$ cat src/rtl/lasu_pkg.sv
// Shared types and constants for the life automaton stencil unit.
package lasu_pkg;

  localparam int MAX_WIDTH  = 2048;
  localparam int MAX_HEIGHT = 2048;
  localparam int DIM_W      = 12;
  localparam int COL_W      = $clog2(MAX_WIDTH);
  localparam int ROW_W      = $clog2(MAX_HEIGHT) + 1;
  localparam int POS_W      = 2 * DIM_W;
  localparam int CELL_W     = 8;
  localparam int LEVEL_W    = 8;
  localparam int COUNT_W    = 4;
  localparam int WIN_CELLS  = 9;
  localparam int ADDR_W     = 5;
  localparam int DATA_W     = 32;

  localparam logic [CELL_W-1:0]  CELL_MAX    = 8'd255;
  localparam logic [COUNT_W-1:0] SURVIVE_MIN = 4'd2;
  localparam logic [COUNT_W-1:0] SURVIVE_MAX = 4'd3;
  localparam logic [COUNT_W-1:0] BIRTH_COUNT = 4'd3;

  localparam logic [DIM_W-1:0]   WIDTH_RST  = 12'd1920;
  localparam logic [DIM_W-1:0]   HEIGHT_RST = 12'd1080;
  localparam logic [LEVEL_W-1:0] LEVELS_RST = 8'd1;
  localparam logic [COUNT_W-1:0] ACC_RST    = 4'd5;

  localparam logic [3:0]         CALC_LEN   = 4'd9;

  typedef enum logic [2:0] {
    REG_FRAME_WIDTH  = 3'd0,
    REG_FRAME_HEIGHT = 3'd1,
    REG_LIFE_LEVELS  = 3'd2,
    REG_ACC_ENABLE   = 3'd3,
    REG_ACC_COUNT    = 3'd4
  } reg_index_t;

  typedef struct packed {
    logic [CELL_W-1:0] cell_value;
    logic              flush;
  } in_item_t;

  typedef struct packed {
    logic [CELL_W-1:0] next_value;
    logic              frame_end;
  } out_item_t;

  typedef logic [WIN_CELLS-1:0][CELL_W-1:0] cell_window_t;

  typedef struct packed {
    logic left;
    logic right;
    logic up;
    logic down;
  } nbr_mask_t;

  typedef struct packed {
    logic [CELL_W-1:0]  step;
    logic               acc_enable;
    logic [COUNT_W-1:0] acc_count;
  } rule_cfg_t;

endpackage

$ cat src/rtl/lasu_rule.sv
// Neighbour count over the 3x3 window and the multi-level life update rule.
module lasu_rule import lasu_pkg::*; (
  input  cell_window_t      win,
  input  nbr_mask_t         mask,
  input  rule_cfg_t         cfg,
  output logic [CELL_W-1:0] next_value
);

  logic [WIN_CELLS-1:0] live;
  logic [WIN_CELLS-1:0] en;
  logic [COUNT_W-1:0]   n;
  logic [CELL_W-1:0]    centre;
  logic [CELL_W:0]      sum;

  always_comb begin
    for (int i = 0; i < WIN_CELLS; i++) begin
      live[i] = win[i] != '0;
    end
    // window index = column * 3 + row
    en[0] = mask.left & mask.up;
    en[1] = mask.left;
    en[2] = mask.left & mask.down;
    en[3] = mask.up;
    en[4] = 1'b0;
    en[5] = mask.down;
    en[6] = mask.right & mask.up;
    en[7] = mask.right;
    en[8] = mask.right & mask.down;
    n = COUNT_W'($countones(live & en));
  end

  always_comb begin
    centre = win[4];
    sum    = {1'b0, centre} + {1'b0, cfg.step};
    if (centre != '0) begin
      if (cfg.acc_enable && n == cfg.acc_count) begin
        next_value = sum[CELL_W] ? CELL_MAX : sum[CELL_W-1:0];
      end else if (!(n inside {[SURVIVE_MIN:SURVIVE_MAX]})) begin
        next_value = (centre > cfg.step) ? centre - cfg.step : '0;
      end else begin
        next_value = centre;
      end
    end else begin
      next_value = (n == BIRTH_COUNT) ? cfg.step : '0;
    end
  end

endmodule

$ cat config.mk
export PLATFORM = sky130hd
export DESIGN_NAME = lasu_rule
export DESIGN_NICKNAME = d
export VERILOG_FILES = /design/src/rtl/lasu_pkg.sv /design/src/rtl/lasu_rule.sv
export SDC_FILE = /design/constraint.sdc
export NUM_CORES = 1
export LEC_CHECK = 0
export ABC_AREA = 1
export BUFFER_PORTS_ARGS = -buffer_cell sky130_fd_sc_hd__buf_2
export CAP_MARGIN = 0
export CORE_MARGIN = 2
export CORE_UTILIZATION = 51
export DETAILED_ROUTE_END_ITERATION = 8
export GPL_TIMING_DRIVEN = 0
export PLACE_DENSITY_LB_ADDON = 0.05
export SYNTH_ARGS = -nofsm -noshare
export SYNTH_HDL_FRONTEND = slang
export SYNTH_SLANG_ARGS = --single-unit
$ cat constraint.sdc
create_clock -name vclk -period 15.3
set_input_delay 3.06 -clock vclk [all_inputs]
set_output_delay 3.06 -clock vclk [all_outputs]
set_load 0.01 [all_outputs]
==> flow_results.org <==
** Outcome
- Result of the run :: complete, no violations

** Final layout
- Relative to the synthesized area, the layout overhead comes to 32.38%.
- FF+latch count :: 0
- Leaving out fill and tap cells, the most frequent cell in the layout is nand2_1.
- Final net count :: 507
- The number of antenna diodes in the final layout is 0.
- Final-layout clock buffer total :: 0
- The top cell types in the final layout, fill and taps aside, are nand2_1 (109), buf_2 (98), inv_1 (41), nand3_1 (29), ha_1 (19).
- After routing the design area is 0.002210 mm2.
- Cells with a size suffix above 1 make up 34.02% of the layout.
- Sequential standard cell area :: 0 um2
- Share of the core filled with cells in the final layout :: 71.79%
- The filler cells instantiated in the layout total 322.

** Synth
- Warnings from Yosys :: 0
- Post-Synthesis Cell Area :: 0.001669 mm2
- Post-Synthesis Mean Instance Area :: 5.677 um2
- In this run the biggest area consumer among cell types represents 24.51% of the synthesized area.
- The biggest area contributor in the post-synthesis netlist is nand2_1.
- Cell variety after synth :: 29
- Sequential cells were found to cover 0% of the synthesized design area.
- Synthesis handed over a netlist of 294 instances.
- Dominant cells by area after synthesis :: nand2_1 (25%), ha_1 (14%), inv_1 (9.2%), nand3_1 (8.7%), fa_1 (7.2%)
- Synthesis produced a netlist with a net count of 408.

** Placement
- Summed over all nets, the half-perimeter wirelength after detailed placement is 4172 um.
- After detailed placement, the total cell area comes to 0.002210 mm2.
- Port bufs :: 97
- The congestion estimate from routability-driven global placement came to 0.9445.
- At the placement stage, the worst setup path has a slack of 4.925 ns.

** Power
- P per Cell Area :: 54.69 mW/mm2
- Clock Power Share :: 0%
- For this design the total switching power over the nets is 0.07257 mW.
- Portion of total power attributed to combinational logic :: 100.0%
- The internal power of the cells totals 0.04828 mW.
- IR analysis of the VDD net gives a maximum drop of 0.00003484 V.
- Flop pwr share :: 0%
- Static leakage :: 1.377 nW
- Of the total power, the share spent switching nets is 60.05%.

** Drt
- Residual DRC count :: 0
- In the final routed layout, each cell accounts on average for 10.95 um.
- Number of DRC violations after detailed-routing iteration 0 :: 63
- Dividing the detail-routed via count by the number of cells gives 4.954.
- Once detail routing completed, the nets flagged for antenna violations numbered 0.
- The first detailed-routing pass ran for 4 iterations.
- After detailed routing, the total wire length is 4762 um.
- Detailed routing inserted a total of 2155 vias.

** STA
- Final cycle utilization of the critical path :: 67.54%
- Setup total negative slack on the finished layout was measured at 0 ns.
- The number of hold-slack violations in the final timing report is 0.
- Final-report setup violation count :: 0
- For the finished layout, the period the worst path requires is 10.33 ns.
- For the pin with the worst max-slew slack, the measured transition is 0.4357 ns.
- In the post-route analysis, the smallest setup slack over all paths is 4.966 ns.
- RSZ-0062 raised after global routing :: false
- Derived from the worst setup path, the maximum achievable clock frequency is 0.09677 GHz.
- The final number of max-transition violations was 0.
- The worst pin sits at a relative slew slack of 70.86%.

** Global route
- Via count of the first global-routing pass :: 1977
- Grt total ovfl :: 0
- All-layer global routing usage :: 26.83%
- Pin count of the biggest net entering global routing :: 10
- Global-route wire length before repair :: 7790 um
- Number of antenna violations at the first check in global routing :: 0

** Worst setup path
- Arr. time, crit path :: 7.27 ns
- The critical path is of the in2out type.
- The worst setup path is launched from an input pin.
- Crit Path Max Fanout :: 8
- The critical path starts at win[8].
- STA classifies the critical path endpoint as an output port.
- Data on the critical path is required at its endpoint by 12.24 ns.

** Clock network
- Setup Buffers After CTS :: 0
- After clock tree synthesis, the flow added hold-fix buffers numbering 0.
- Post-CTS resize count :: 0

** Min path
- Worst Hold Path Cells :: 4
- Type of the most critical hold path :: in2out
- In this run the most critical hold path is launched from cfg[12].
- For hold timing, the worst endpoint is next_value[7].

** Job
- Max Cap Viol :: 0

** Floorplanning
- The die is 61.21 um wide.
- Area of the placeable core :: 0.003078 mm2
- The floorplan has 20 rows.
- For this configuration, the core starts out at a cell density of 54.23%.
- The die is 61.21 um tall.
- # IOs :: 97
- Total die area :: 0.003746 mm2
==> power by group through the flow <==
| stage | clock network, mW | registers (mW) | logic [mW] |
|---|---|---|---|
| finish | 0 | 0 | 0.121 |
| global route | 0 | 0 | 0.137 |
| CTS | 0 | 0 | 0.121 |
| detailed placement | 0 | 0 | 0.121 |
| global placement | 0 | 0 | 0.119 |
| floorplan | 0 | 0 | 0.0844 |
==> through the flow <==
stage                     total power [mW]  cells  hold WS, ns
final                               0.1208    435        6.432
after global routing                0.1370    435        6.463
after CTS                           0.1214    435        6.436
after detailed placement            0.1210    435        6.436
after global placement              0.1191    435        6.431
after floorplan                    0.08439    294        6.242
==> final cells by class <==
cell class	count	area (um2)	area share, %
Inverter	54	202.7	9.173
Tap cell	44	55.05	2.492
Multi-Input combinational cell	235	1431	64.78
Buffer	5	35.03	1.586
Timing Repair Buffer	97	485.5	21.97
==> cell families after synthesis <==
logic type	share of synthesized area, %
AO/OA/AOI/OAI	7.572
XOR/XNOR	3.148
adder cells (fa/ha/maj)	21.44
buffers and inverters	14.24
AND/OR/NAND/NOR	53.60
==> how the worst max path moves through the flow <==
stage	to	slack [ns]	depth (start not counted)
global placement	next_value[4]	4.98	20
detailed placement	next_value[4]	4.93	20
floorplan	next_value[7]	5.46	19
CTS	next_value[4]	4.92	20
global route	next_value[0]	4.57	21
finish	next_value[2]	4.97	20
==> worst max-delay path, cell delays in order <==
cell	delay, ns
buf_2	0.10
nor4_1	0.30
nand2_1	0.10
o31ai_1	0.28
fa_1	0.49
fa_1	0.54
inv_1	0.05
fa_1	0.49
ha_1	0.25
fa_1	0.59
inv_1	0.06
nand2_1	0.05
nand2_1	0.05
nor2_2	0.21
nand2_4	0.09
nor2_8	0.16
nand3_1	0.10
nand3_1	0.11
nand2_1	0.05
buf_2	0.14
==> cell usage after synthesis (all sizes together), types with 2 or more instances <==
| library cell | instances |
|---|---|
| nor4 | 15 |
| inv | 54 |
| fa | 6 |
| and2 | 2 |
| o31ai | 3 |
| nand3 | 31 |
| buf | 5 |
| nand2 | 117 |
| ha | 19 |
| o21ai | 2 |
| a21oi | 12 |
| xor2 | 5 |
| nor2 | 14 |
| nand4 | 3 |
==> metal layers <==
metal / track usage (%) / vias up / share of wire, %
li1: - / 1130 / -
met1: 32.99 / 942 / 41
met2: 51.22 / 81 / 51
met3: 2.731 / 2 / 7.5
met4: 3.416 / 0 / 0.31
met5: 0 / - / 0
Power figures use the tool's default switching activity.
